$ cat src/klfr_pkg.sv
// Shared types and constants for the keyer link frame receiver.
// Used by the front, queue, back and top-level modules; depends on nothing.
package klfr_pkg;

  localparam int ByteW = 8;

  // Result channel codes
  localparam logic [2:0] CH_RADIO    = 3'd0;
  localparam logic [2:0] CH_FLAGS    = 3'd1;
  localparam logic [2:0] CH_CONTROL  = 3'd2;
  localparam logic [2:0] CH_KEYER    = 3'd3;
  localparam logic [2:0] CH_KEYBOARD = 3'd4;

  // Control message position codes
  localparam logic [1:0] POS_NONE   = 2'd0;
  localparam logic [1:0] POS_FIRST  = 2'd1;
  localparam logic [1:0] POS_MIDDLE = 2'd2;
  localparam logic [1:0] POS_LAST   = 2'd3;

  // Header bit positions
  localparam int HDR_SEQ_CONT  = 6;
  localparam int HDR_RADIO     = 5;
  localparam int HDR_SHARED    = 3;
  localparam int HDR_RADIO_B7  = 2;
  localparam int HDR_SHARED_B7 = 0;
  localparam int BYTE_CONT     = 7;

  localparam logic [2:0] SEQ_CONTROL = 3'd1;
  localparam logic [2:0] SEQ_KEYER   = 3'd2;
  localparam logic [2:0] SEQ_KBD     = 3'd3;
  localparam logic [2:0] SEQ_MAX     = 3'd4;

  // Decoded frame passed from front to back
  typedef struct packed {
    logic             has_radio;
    logic [ByteW-1:0] radio_data;
    logic             has_shared;
    logic [2:0]       shared_channel;
    logic [ByteW-1:0] shared_data;
    logic [1:0]       shared_pos;
  } frame_rec_t;

endpackage

$ cat src/klfr_front.sv
// Front end: accepts serial bytes, assembles four-byte frames and decodes them.
// Pushes one decoded frame record per frame that yields results. Uses klfr_pkg.
module klfr_front (
  input  logic                clk,
  input  logic                rst,
  input  logic                in_valid,
  output logic                in_stall,
  input  logic [7:0]          rx_byte,
  input  logic                q_full,
  output logic                q_push,
  output klfr_pkg::frame_rec_t q_rec
);

  logic [1:0] frame_position;
  logic [7:0] header_byte;
  logic [7:0] radio_raw_byte;
  logic [2:0] sequence_index;
  logic       in_control_message;

  logic       accept;
  logic       cont;
  logic       decode;
  logic [2:0] seq_next;
  logic       has_radio;
  logic       has_shared;
  logic       ctrl_toggle;
  klfr_pkg::frame_rec_t rec;

  assign in_stall = q_full;
  assign accept   = in_valid && !in_stall;
  assign cont     = rx_byte[klfr_pkg::BYTE_CONT];
  assign decode   = accept && cont && (frame_position == 2'd3);

  always_comb begin
    if (!header_byte[klfr_pkg::HDR_SEQ_CONT]) begin
      seq_next = 3'd0;
    end else if (sequence_index < klfr_pkg::SEQ_MAX) begin
      seq_next = sequence_index + 3'd1;
    end else begin
      seq_next = sequence_index;
    end

    has_radio  = header_byte[klfr_pkg::HDR_RADIO];
    has_shared = (header_byte[klfr_pkg::HDR_SHARED] || (seq_next == klfr_pkg::SEQ_CONTROL))
                 && (seq_next < klfr_pkg::SEQ_MAX);
    ctrl_toggle = 1'b0;

    rec.has_radio   = has_radio;
    rec.radio_data  = {header_byte[klfr_pkg::HDR_RADIO_B7], radio_raw_byte[6:0]};
    rec.has_shared  = has_shared;
    rec.shared_data = {header_byte[klfr_pkg::HDR_SHARED_B7], rx_byte[6:0]};
    rec.shared_pos  = klfr_pkg::POS_NONE;

    case (seq_next)
      klfr_pkg::SEQ_CONTROL: begin
        rec.shared_channel = klfr_pkg::CH_CONTROL;
        if (header_byte[klfr_pkg::HDR_SHARED]) begin
          rec.shared_pos = klfr_pkg::POS_MIDDLE;
        end else begin
          ctrl_toggle    = 1'b1;
          rec.shared_pos = in_control_message ? klfr_pkg::POS_LAST : klfr_pkg::POS_FIRST;
        end
      end
      klfr_pkg::SEQ_KEYER: rec.shared_channel = klfr_pkg::CH_KEYER;
      klfr_pkg::SEQ_KBD:   rec.shared_channel = klfr_pkg::CH_KEYBOARD;
      default:             rec.shared_channel = klfr_pkg::CH_FLAGS;
    endcase
  end

  assign q_push = decode && (has_radio || has_shared);
  assign q_rec  = rec;

  always_ff @(posedge clk) begin
    if (rst) begin
      frame_position     <= 2'd0;
      header_byte        <= 8'd0;
      radio_raw_byte     <= 8'd0;
      sequence_index     <= 3'd0;
      in_control_message <= 1'b0;
    end else if (accept) begin
      if (!cont) begin
        // start byte restarts the frame wherever we are
        header_byte    <= rx_byte;
        frame_position <= 2'd1;
      end else begin
        case (frame_position)
          2'd0: frame_position <= 2'd0; // drop stray continuation byte
          2'd1: begin
            radio_raw_byte <= rx_byte;
            frame_position <= 2'd2;
          end
          2'd2: frame_position <= 2'd3;
          default: begin
            frame_position <= 2'd0;
            sequence_index <= seq_next;
            if (ctrl_toggle) begin
              in_control_message <= !in_control_message;
            end
          end
        endcase
      end
    end
  end

endmodule

$ cat src/klfr_queue.sv
// Short queue of decoded frame records between front and back ends.
// Depth set by DEPTH (at least 2). Uses klfr_pkg for the record type.
module klfr_queue #(
  parameter int DEPTH = 4
) (
  input  logic                 clk,
  input  logic                 rst,
  input  logic                 push,
  input  klfr_pkg::frame_rec_t wr_rec,
  output logic                 full,
  input  logic                 pop,
  output logic                 not_empty,
  output klfr_pkg::frame_rec_t rd_rec
);

  localparam int PtrW = $clog2(DEPTH);
  localparam int CntW = $clog2(DEPTH + 1);
  localparam logic [PtrW-1:0] PtrLast = PtrW'(DEPTH - 1);
  localparam logic [CntW-1:0] CntFull = CntW'(DEPTH);

  klfr_pkg::frame_rec_t entries [DEPTH];
  logic [PtrW-1:0] wr_ptr;
  logic [PtrW-1:0] rd_ptr;
  logic [CntW-1:0] count;

  assign full      = (count == CntFull);
  assign not_empty = (count != '0);
  assign rd_rec    = entries[rd_ptr];

  always_ff @(posedge clk) begin
    if (push) begin
      entries[wr_ptr] <= wr_rec;
    end
  end

  always_ff @(posedge clk) begin
    if (rst) begin
      wr_ptr <= '0;
      rd_ptr <= '0;
      count  <= '0;
    end else begin
      if (push) begin
        wr_ptr <= (wr_ptr == PtrLast) ? '0 : wr_ptr + 1'b1;
      end
      if (pop) begin
        rd_ptr <= (rd_ptr == PtrLast) ? '0 : rd_ptr + 1'b1;
      end
      case ({push, pop})
        2'b10:   count <= count + 1'b1;
        2'b01:   count <= count - 1'b1;
        default: count <= count;
      endcase
    end
  end

endmodule

$ cat src/klfr_back.sv
// Back end: takes frame records from the queue and emits one result per unstalled cycle.
// Holds the current record in a register that drives the output channel. Uses klfr_pkg.
module klfr_back (
  input  logic                 clk,
  input  logic                 rst,
  input  logic                 q_not_empty,
  input  klfr_pkg::frame_rec_t q_rec,
  output logic                 q_pop,
  output logic                 out_valid,
  input  logic                 out_stall,
  output logic [2:0]           channel,
  output logic [7:0]           data,
  output logic [1:0]           control_position,
  output logic                 last
);

  klfr_pkg::frame_rec_t cur;
  logic cur_valid;
  logic radio_done;

  logic show_radio;
  logic out_accept;
  logic finishing;

  assign show_radio = cur.has_radio && !radio_done;
  assign out_accept = cur_valid && !out_stall;
  // the record is used up when its final result goes out
  assign finishing  = out_accept && !(show_radio && cur.has_shared);
  assign q_pop      = q_not_empty && (!cur_valid || finishing);

  assign out_valid        = cur_valid;
  assign channel          = show_radio ? klfr_pkg::CH_RADIO : cur.shared_channel;
  assign data             = show_radio ? cur.radio_data : cur.shared_data;
  assign control_position = show_radio ? klfr_pkg::POS_NONE : cur.shared_pos;
  assign last             = show_radio ? !cur.has_shared : 1'b1;

  always_ff @(posedge clk) begin
    if (q_pop) begin
      cur <= q_rec;
    end
  end

  always_ff @(posedge clk) begin
    if (rst) begin
      cur_valid  <= 1'b0;
      radio_done <= 1'b0;
    end else begin
      if (q_pop) begin
        cur_valid  <= 1'b1;
        radio_done <= 1'b0;
      end else if (finishing) begin
        cur_valid  <= 1'b0;
        radio_done <= 1'b0;
      end else if (out_accept) begin
        radio_done <= 1'b1;
      end
    end
  end

endmodule

$ cat src/keyer_link_frame_receiver_top.sv
// Keyer link frame receiver, top level.
// Input channel: in_valid / in_stall with rx_byte, one raw serial byte per item.
// Output channel: out_valid / out_stall with channel, data, control_position and
// last, one result per item; a frame gives zero, one or two results.
// Bytes are assembled into four-byte frames by the front end; each frame that
// yields results becomes one record in a QUEUE_DEPTH-deep queue, which the back
// end turns into results.
// Throughput: one input byte per cycle while in_stall is low; the back end emits
// one result per cycle while out_stall is low, so a frame (four bytes, at most two
// results) never limits the input rate. With the back end idle, the first result
// of a frame is registered in the queue at the edge that accepts its fourth byte,
// then in the back-end register that drives the outputs.
// in_stall rises only when the queue is full, which happens only while the
// receiver holds out_stall high; results are then held unchanged until taken.
// Reset (rst, synchronous) empties the queue, drops any partial frame and clears
// the sequence count and control-message state.
// Depends on klfr_pkg, klfr_front, klfr_queue and klfr_back.
module keyer_link_frame_receiver_top #(
  parameter int QUEUE_DEPTH = 4
) (
  input  logic       clk,
  input  logic       rst,
  input  logic       in_valid,
  output logic       in_stall,
  input  logic [7:0] rx_byte,
  output logic       out_valid,
  input  logic       out_stall,
  output logic [2:0] channel,
  output logic [7:0] data,
  output logic [1:0] control_position,
  output logic       last
);

  logic                 q_full;
  logic                 q_push;
  logic                 q_pop;
  logic                 q_not_empty;
  klfr_pkg::frame_rec_t wr_rec;
  klfr_pkg::frame_rec_t rd_rec;

  klfr_front u_front (
    .clk      (clk),
    .rst      (rst),
    .in_valid (in_valid),
    .in_stall (in_stall),
    .rx_byte  (rx_byte),
    .q_full   (q_full),
    .q_push   (q_push),
    .q_rec    (wr_rec)
  );

  klfr_queue #(
    .DEPTH (QUEUE_DEPTH)
  ) u_queue (
    .clk       (clk),
    .rst       (rst),
    .push      (q_push),
    .wr_rec    (wr_rec),
    .full      (q_full),
    .pop       (q_pop),
    .not_empty (q_not_empty),
    .rd_rec    (rd_rec)
  );

  klfr_back u_back (
    .clk              (clk),
    .rst              (rst),
    .q_not_empty      (q_not_empty),
    .q_rec            (rd_rec),
    .q_pop            (q_pop),
    .out_valid        (out_valid),
    .out_stall        (out_stall),
    .channel          (channel),
    .data             (data),
    .control_position (control_position),
    .last             (last)
  );

endmodule

$ cat config.mk
export PLATFORM = sky130hd
export DESIGN_NAME = keyer_link_frame_receiver_top
export DESIGN_NICKNAME = d
export VERILOG_FILES = /design/src/klfr_pkg.sv /design/src/klfr_front.sv /design/src/klfr_queue.sv /design/src/klfr_back.sv /design/src/keyer_link_frame_receiver_top.sv
export SDC_FILE = /design/constraint.sdc
export NUM_CORES = 1
export LEC_CHECK = 0
export BUFFER_PORTS_ARGS = -buffer_cell sky130_fd_sc_hd__buf_4
export CORE_ASPECT_RATIO = 2
export CORE_MARGIN = 8
export CORE_UTILIZATION = 49
export CTS_CLUSTER_SIZE = 24
export DETAILED_ROUTE_END_ITERATION = 8
export GPL_TIMING_DRIVEN = 1
export MAX_ROUTING_LAYER = met4
export PLACE_DENSITY = 0.66
export SYNTH_ARGS = -nofsm -noshare
export SYNTH_HDL_FRONTEND = slang
export SYNTH_SLANG_ARGS = --single-unit
$ cat constraint.sdc
create_clock -name clk -period 7.5 [get_ports clk]
set_input_delay 0.75 -clock clk [delete_from_list [all_inputs] [get_ports clk]]
set_output_delay 0.75 -clock clk [all_outputs]
set_load 0.03 [all_outputs]
== Yosys cells after proc, flatten, opt, wreduce, memory -nomap -nowiden ==
Memory sizes are Yosys's and may differ from the RTL's. A register that Yosys moved wholly into a read port is not among the register bits.
Index checks and enable logic that the tools add are counted.

* Bits in registers: 29
* Latch bits: 0
* Memory bits (writable): 92
* ROM bits: 0
* Input bits: 12
* Output and inout bits: 16
* Logic and storage cells: 82
* Memories kept: 1

* Add/sub/neg operators: 5
* $mul: 0
* Divide/modulo/power cells: 0
* Order comparisons: 2
* Equality and inequality tests: 11
* Shift-type cells: 0
* Mux-type cells: 21
* Bitwise logic cells: 2
* Reductions and logical operators: 30

{| class="wikitable"
|+ Memory list
! name !! depth !! width !! read ports !! clocked after Yosys merged registers in !! wr ports !! RTL line !! text
|-
| u_queue.entries || 4 || 23 || 1 || 1 || 1 || klfr_queue.sv:21 || <nowiki>klfr_pkg::frame_rec_t entries [DEPTH];</nowiki>
|}

{| class="wikitable"
|+ Operator list
! cell !! number
|-
| two-way mux 2 bit || 7
|-
| equality test 2 bit, second input constant || 5
|-
| logical AND 1 bit || 10
|-
| two-way mux 3 bit || 3
|-
| case mux 3 bit (3 select lines) || 1
|-
| two-way mux 8 bit || 1
|-
| zero test 1 bit || 7
|-
| two-way mux 1 bit || 7
|-
| adder 3 x 1 -> 3 bit, second input constant || 2
|-
| equality test 3 x 2 -> 1 bit, second input constant || 2
|-
| < comparator 3 bit, second input constant || 2
|-
| case mux 3 bit (2 select lines) || 1
|-
| AND reduction 3 bit || 2
|-
| OR reduction 3 bit || 2
|-
| adder 2 x 1 -> 2 bit, second input constant || 2
|-
| equality test 2 x 1 -> 1 bit, second input constant || 2
|-
| case mux 2 bit (2 select lines) || 1
|-
| AND reduction 4 bit || 1
|-
| nonzero test 2 bit || 2
|-
| equality test 3 x 1 -> 1 bit, second input constant || 1
|-
| equality test 3 bit, second input constant || 1
|-
| logical OR 1 bit || 3
|-
| nonzero test 3 bit || 1
|-
| subtractor 3 x 1 -> 3 bit, second input constant || 1
|-
| other kinds (3) || 4
|}

== Depth between registers and ports, before layout ==
* Word-level depth: 10
* Gate-level depth with buffers: 10
* Gate-level depth less buffers: 10

== By module ==
From an unflattened synthesis, not the netlist that was laid out.

* Cell total of the unflattened synthesis: 323
* Area, all modules: 5735.5 µm²

{| class="wikitable"
|+ By module, submodules not included
! module !! instances !! cells an instance !! area an instance (µm²) !! seq. area each (µm²)
|-
| klfr_queue || 1 || 168 || 3802.4 || 2942.8
|-
| klfr_back || 1 || 51 || 968.4 || 730.7
|-
| klfr_front || 1 || 104 || 964.7 || 360.3
|}

== Worst setup path after synthesis ==
OpenSTA, ideal clock, no wires.

* Kind: in2reg
* Start: input port out_stall
* End: register u_queue.count[2]
* Library setup time: 70 ps
* Data arrival time: 3241 ps
* Required time: 7430 ps
* Setup slack: 4189 ps
* Cell stages on the path: 7
* Buffers on the path: 0
* Path through: o21ai_0 > nor2b_1 > ha_1 > fa_1 > xnor2_1 > or3_1 > a21oi_1

* Longest elaborated chain between the ends: 7
* Elaborated cells between the ends (all ways): 9
* Classes of those cells: 2 x eq/ne; 1 x mux; 6 x reduce/logical

{| class="wikitable"
|+ RTL lines
! element !! RTL line !! text
|-
| from (decl) || keyer_link_frame_receiver_top.sv:27 || <nowiki>input logic out_stall,</nowiki>
|-
| zero test 1 bit (*) || klfr_back.sv:26 || <nowiki>assign out_accept = cur_valid && !out_stall;</nowiki>
|-
| logical AND 1 bit (*) || klfr_back.sv:26 ||
|-
| logical AND 1 bit (*) || klfr_back.sv:28 || <nowiki>assign finishing = out_accept && !(show_radio && cur.has_shared);</nowiki>
|-
| logical OR 1 bit (*) || klfr_back.sv:29 || <nowiki>assign q_pop = q_not_empty && (!cur_valid || finishing);</nowiki>
|-
| logical AND 1 bit (*) || klfr_back.sv:29 ||
|-
| net q_pop || keyer_link_frame_receiver_top.sv:36 || <nowiki>logic q_pop;</nowiki>
|-
| equality test 2 x 1 -> 1 bit / equality test 2 bit (equally long branches) || klfr_queue.sv:48 || <nowiki>case ({push, pop})</nowiki>
|-
| case mux 3 bit (2 select lines) / nonzero test 2 bit (equally long branches) || -- ||
|-
| to (signal assigned) || klfr_queue.sv:49 || <nowiki>2'b10: count <= count + 1'b1;</nowiki>
|-
| to (signal assigned) || klfr_queue.sv:50 || <nowiki>2'b01: count <= count - 1'b1;</nowiki>
|-
| to (signal assigned) || klfr_queue.sv:51 || <nowiki>default: count <= count;</nowiki>
|-
| to (decl) || klfr_queue.sv:24 || <nowiki>logic [CntW-1:0] count;</nowiki>
|}

Mark *: on every way through the listed nets, which the timed path passes. The rest lies on a longest branch.
A chain may end at the register's enable or synchronous reset.

== Final worst setup path ==
* Start: register u_front.sequence_index[0]
* End: memory u_queue.entries[2][14] (netlist bit), enable pin

* Longest elaborated chain between the ends: 10
* Elaborated cells between the ends (all ways): 12
* Classes of those cells: 1 x add/sub; 2 x order compare; 1 x eq/ne; 4 x mux; 4 x reduce/logical

{| class="wikitable"
|+ RTL lines
! element !! RTL line !! text
|-
| from (decl) || klfr_front.sv:17 || <nowiki>logic [2:0] sequence_index;</nowiki>
|-
| from (signal assigned) || klfr_front.sv:95 || <nowiki>sequence_index <= seq_next;</nowiki>
|-
| adder 3 x 1 -> 3 bit / < comparator 3 bit (equally long branches) || klfr_front.sv:38, klfr_front.sv:37 ||
|-
| two-way mux 3 bit (*) || klfr_front.sv:37 || <nowiki>end else if (sequence_index < klfr_pkg::SEQ_MAX) begin</nowiki>
|-
| two-way mux 3 bit (*) || klfr_front.sv:35 || <nowiki>if (!header_byte[klfr_pkg::HDR_SEQ_CONT]) begin</nowiki>
|-
| parallel branches: the longest is 2 deep, another holds < comparator 3 bit || -- ||
|-
| logical AND 1 bit (*) || klfr_front.sv:45 || <nowiki>&& (seq_next < klfr_pkg::SEQ_MAX);</nowiki>
|-
| logical OR 1 bit (*) || klfr_front.sv:70 || <nowiki>assign q_push = decode && (has_radio || has_shared);</nowiki>
|-
| logical AND 1 bit (*) || klfr_front.sv:70 ||
|-
| two-way mux 1 bit (*) || klfr_queue.sv:31 || <nowiki>if (push) begin</nowiki>
|-
| two-way mux 1 bit (implied by the code) (*) || klfr_queue.sv:32 || <nowiki>entries[wr_ptr] <= wr_rec;</nowiki>
|-
| to (decl) || klfr_queue.sv:21 ||
|}

Every way passes the cells marked *.

==> results.cfg <==
[outcome]
status = finished, final reports clean

[cells_and_area]
stdcell_area_um2 = 6460
area.growth.synth_to_final_pct = 17.4
multi_input_area_um2 = 1430
fillers = 880
diodes = 0
final_nets = 373
final-seq-area_um2 = 3990
drive_gt1_share_pct = 27.0

[global_routing]
gr-total-overflow = 0
antenna_found_initial = 0
met3_usage_pct = 4.35
grt-busiest-layer = met2
grtUsageTotal_pct = 14.5
grt_pass1_vias = 2996
grt_pass1_wl_um = 16000
grt_start_max_net_pins = 32
grt.met2_usage_pct = 24.6
met1_usage_pct = 15.6

[power_and_ir_drop]
p_clk_share_pct = 34.9
ir_drop_v = 0.000204
powerDensity_nw_per_um2 = 359
combPwrFrac_pct = 22.0
leakagePower_uw = 0.00225
p_int_uw = 1690
p_switching_uw = 624
p_seq_share_pct = 43.2
switching_share_pct = 26.9

[logic_synthesis]
syn-num-nets = 333
synth_most_common_cell = edfxtp_1
yosysWarnings = 0
synth_cells = 310
syn_area_um2 = 5500
synth_seq_cells = 142
synth_common_cells = edfxtp_1, dfxtp_1, mux4_2, nor2_1, mux2i_1
synth_ff_type = edfxtp_1
async_flop_share_pct = 0
synth.distinct_cells = 39
syn_avg_cell_area_um2 = 17.7
seq_area_frac_synth_pct = 72.6
synth-edff-count = 115
synthTopCellsByArea = edfxtp_1, dfxtp_1, mux4_2, mux2i_1, ha_1
synth_top_area_cell = edfxtp_1
synth_top_area_share_pct = 62.8

[sta]
rsz0062_at_grt = no
setup_viol_count_final = 0
period_share_pct = 39.4
tightest_slew_ps = 1290
hold_viol_final = 0
fmax_ghz = 0.338
period_needed_ps = 2960
worst_slew_margin_rel_pct = 13.6
maxSlewViolCount = 0
tns_ps = 0
clock_skew_ps = 6.76

[worst_setup_path]
slowest_delay_ps = 1050
crit_chain = ha_1 > nor3b_1 > nor3_1 > nor3_2 > and2_1
worstPathBufferInverterCount = 0
arrival_ps = 2970
cpMaxStageDelayCell = and2_1
critical-path-top-delay-family = simple AND/OR/NAND/NOR gates
cp_data_required_time_ps = 7510
worstSetupStartpointType = flip-flop
path_max_fanout = 23
path_class = flip-flop to flip-flop
cp-end-kind = flip-flop

[floorplanning]
die_h_um = 166
core_area_um2 = 11100
die_area_um2 = 15100
rows = 55
start_util_pct = 49.3
io-pin-count = 28
die_x_um = 90.9

[clocking]
clock_tree.buffer_depth = 2
path_clk_slew_ps = 60
cts-hold-fix-buffers = 0
clockRootBuffer = clkbuf_16
cts.sink_count = 142
numCtsBuffers = 17
post_cts_resized = 0
cts_setup_buffers = 0
clock_latency_ps = 410
tritoncts = done
cts.htree.levels = 4

[drt]
drcViolationCount = 0
drtIter0Drc = 187
drt-pass1-iter-count = 4
drt-wirelength-per-cell_um = 19.6
vias = 2765
routed_wl_um = 9880
drtAntennaViolNets = 0
viasPerCell = 5.48

[run]
drv_cap = 0

[min_path]
hp-class = flip-flop to flip-flop

[placed_design]
numPortBuffers = 27
place_area_um2 = 5880
dpl.hpwl_um = 6090
globalplace.congestion = 0.853
## path summary, 6_finish.rpt
check / start / depth (start not counted) / slack [ps] / endpoint
setup reg to reg: u_front.sequence_index[0]$_SDFFE_PP0P_ / 5 / 4540 / u_queue.entries[2][14]$_DFFE_PP_
hold / removal: u_front.in_control_message$_SDFFE_PP0P_ / 2 / 500 / u_front.in_control_message$_SDFFE_PP0P_
hold reg to reg: u_front.in_control_message$_SDFFE_PP0P_ / 2 / 500 / u_front.in_control_message$_SDFFE_PP0P_
setup / recovery: u_front.sequence_index[0]$_SDFFE_PP0P_ / 5 / 4540 / u_queue.entries[2][14]$_DFFE_PP_
## sequential cells by signal (all words and copies together), names as in the netlist
name	flops
u_queue.count	3
u_queue.entries	92
u_front.in_control_message	1
u_back.cur	23
u_back.out_valid	1
u_queue.wr_ptr	2
u_front.header_byte	5
u_back.radio_done	1
u_front.radio_raw_byte	7
u_queue.rd_ptr	2
u_front.frame_position	2
u_front.sequence_index	3
## power by group through the flow
stage / clock network, uW / registers (uW) / logic [uW]
floorplan: 0 / 1000 / 366
global placement: 0 / 1010 / 506
detailed placement: 0 / 1020 / 520
CTS: 823 / 1000 / 521
global route: 855 / 1010 / 553
finish: 808 / 1000 / 509
## through the flow
step	util (%)	setup WS, ps	std cells	hold WS (ps)	power, uW
2_1_floorplan	-	4190	310	454	1370
3_3_place_gp	52.7	4440	473	473	1520
3_5_place_dp	52.7	4400	473	484	1540
4_1_cts	57.9	4550	505	499	2350
5_1_grt	57.9	4360	505	524	2420
6_report	57.9	4540	505	499	2320
## metal layers
layer,share of wire [%],up-vias,routed length [um]
li1,-,1279,-
met2,55,59,5440
met3,3.4,10,336
met5,0,-,0
met1,40,1417,3960
met4,1.5,0,144
## logic make-up (layout without fill, tap and decap cells)
| logic type | count (synthesis) | in the layout | share of synthesized area, % |
|---|---|---|---|
| multiplexers | 46 | 46 | 13.8 |
| buffers and inverters | 20 | 73 | 1.41 |
| AO/OA/AOI/OAI | 20 | 20 | 2.05 |
| AND/OR/NAND/NOR | 68 | 68 | 7.00 |
| adder cells (fa/ha/maj) | 11 | 11 | 2.64 |
| XOR/XNOR | 3 | 3 | 0.478 |
| flip-flops | 142 | 142 | 72.6 |
## final cells by class
class | instances | share of cell area (%)
clock inverters | 13 | 2.29
multi-input cells | 148 | 22.2
clock buffers | 19 | 6.70
inverters | 9 | 0.523
repair buffers | 32 | 3.72
well taps | 142 | 2.75
flip-flops and latches | 142 | 61.8
## worst register-to-register path, cell delays in order, from the launching register on
cell and delay (ps):
dfxtp_1 440, ha_1 350, nor3b_1 310, nor3_1 90, nor3_2 320, and2_1 1050
## cell usage in the layout (no fill, tap or decap), types with 8 or more instances in the layout
cell	n
clkbuf_16	17
mux2i_1	13
a21oi_1	9
nor2_1	20
mux2_2	10
dfxtp_1	27
inv_1	8
ha_1	10
edfxtp_1	115
buf_4	32
and2_1	10
mux4_2	23
No activity file was read; power rests on OpenSTA's default activity.
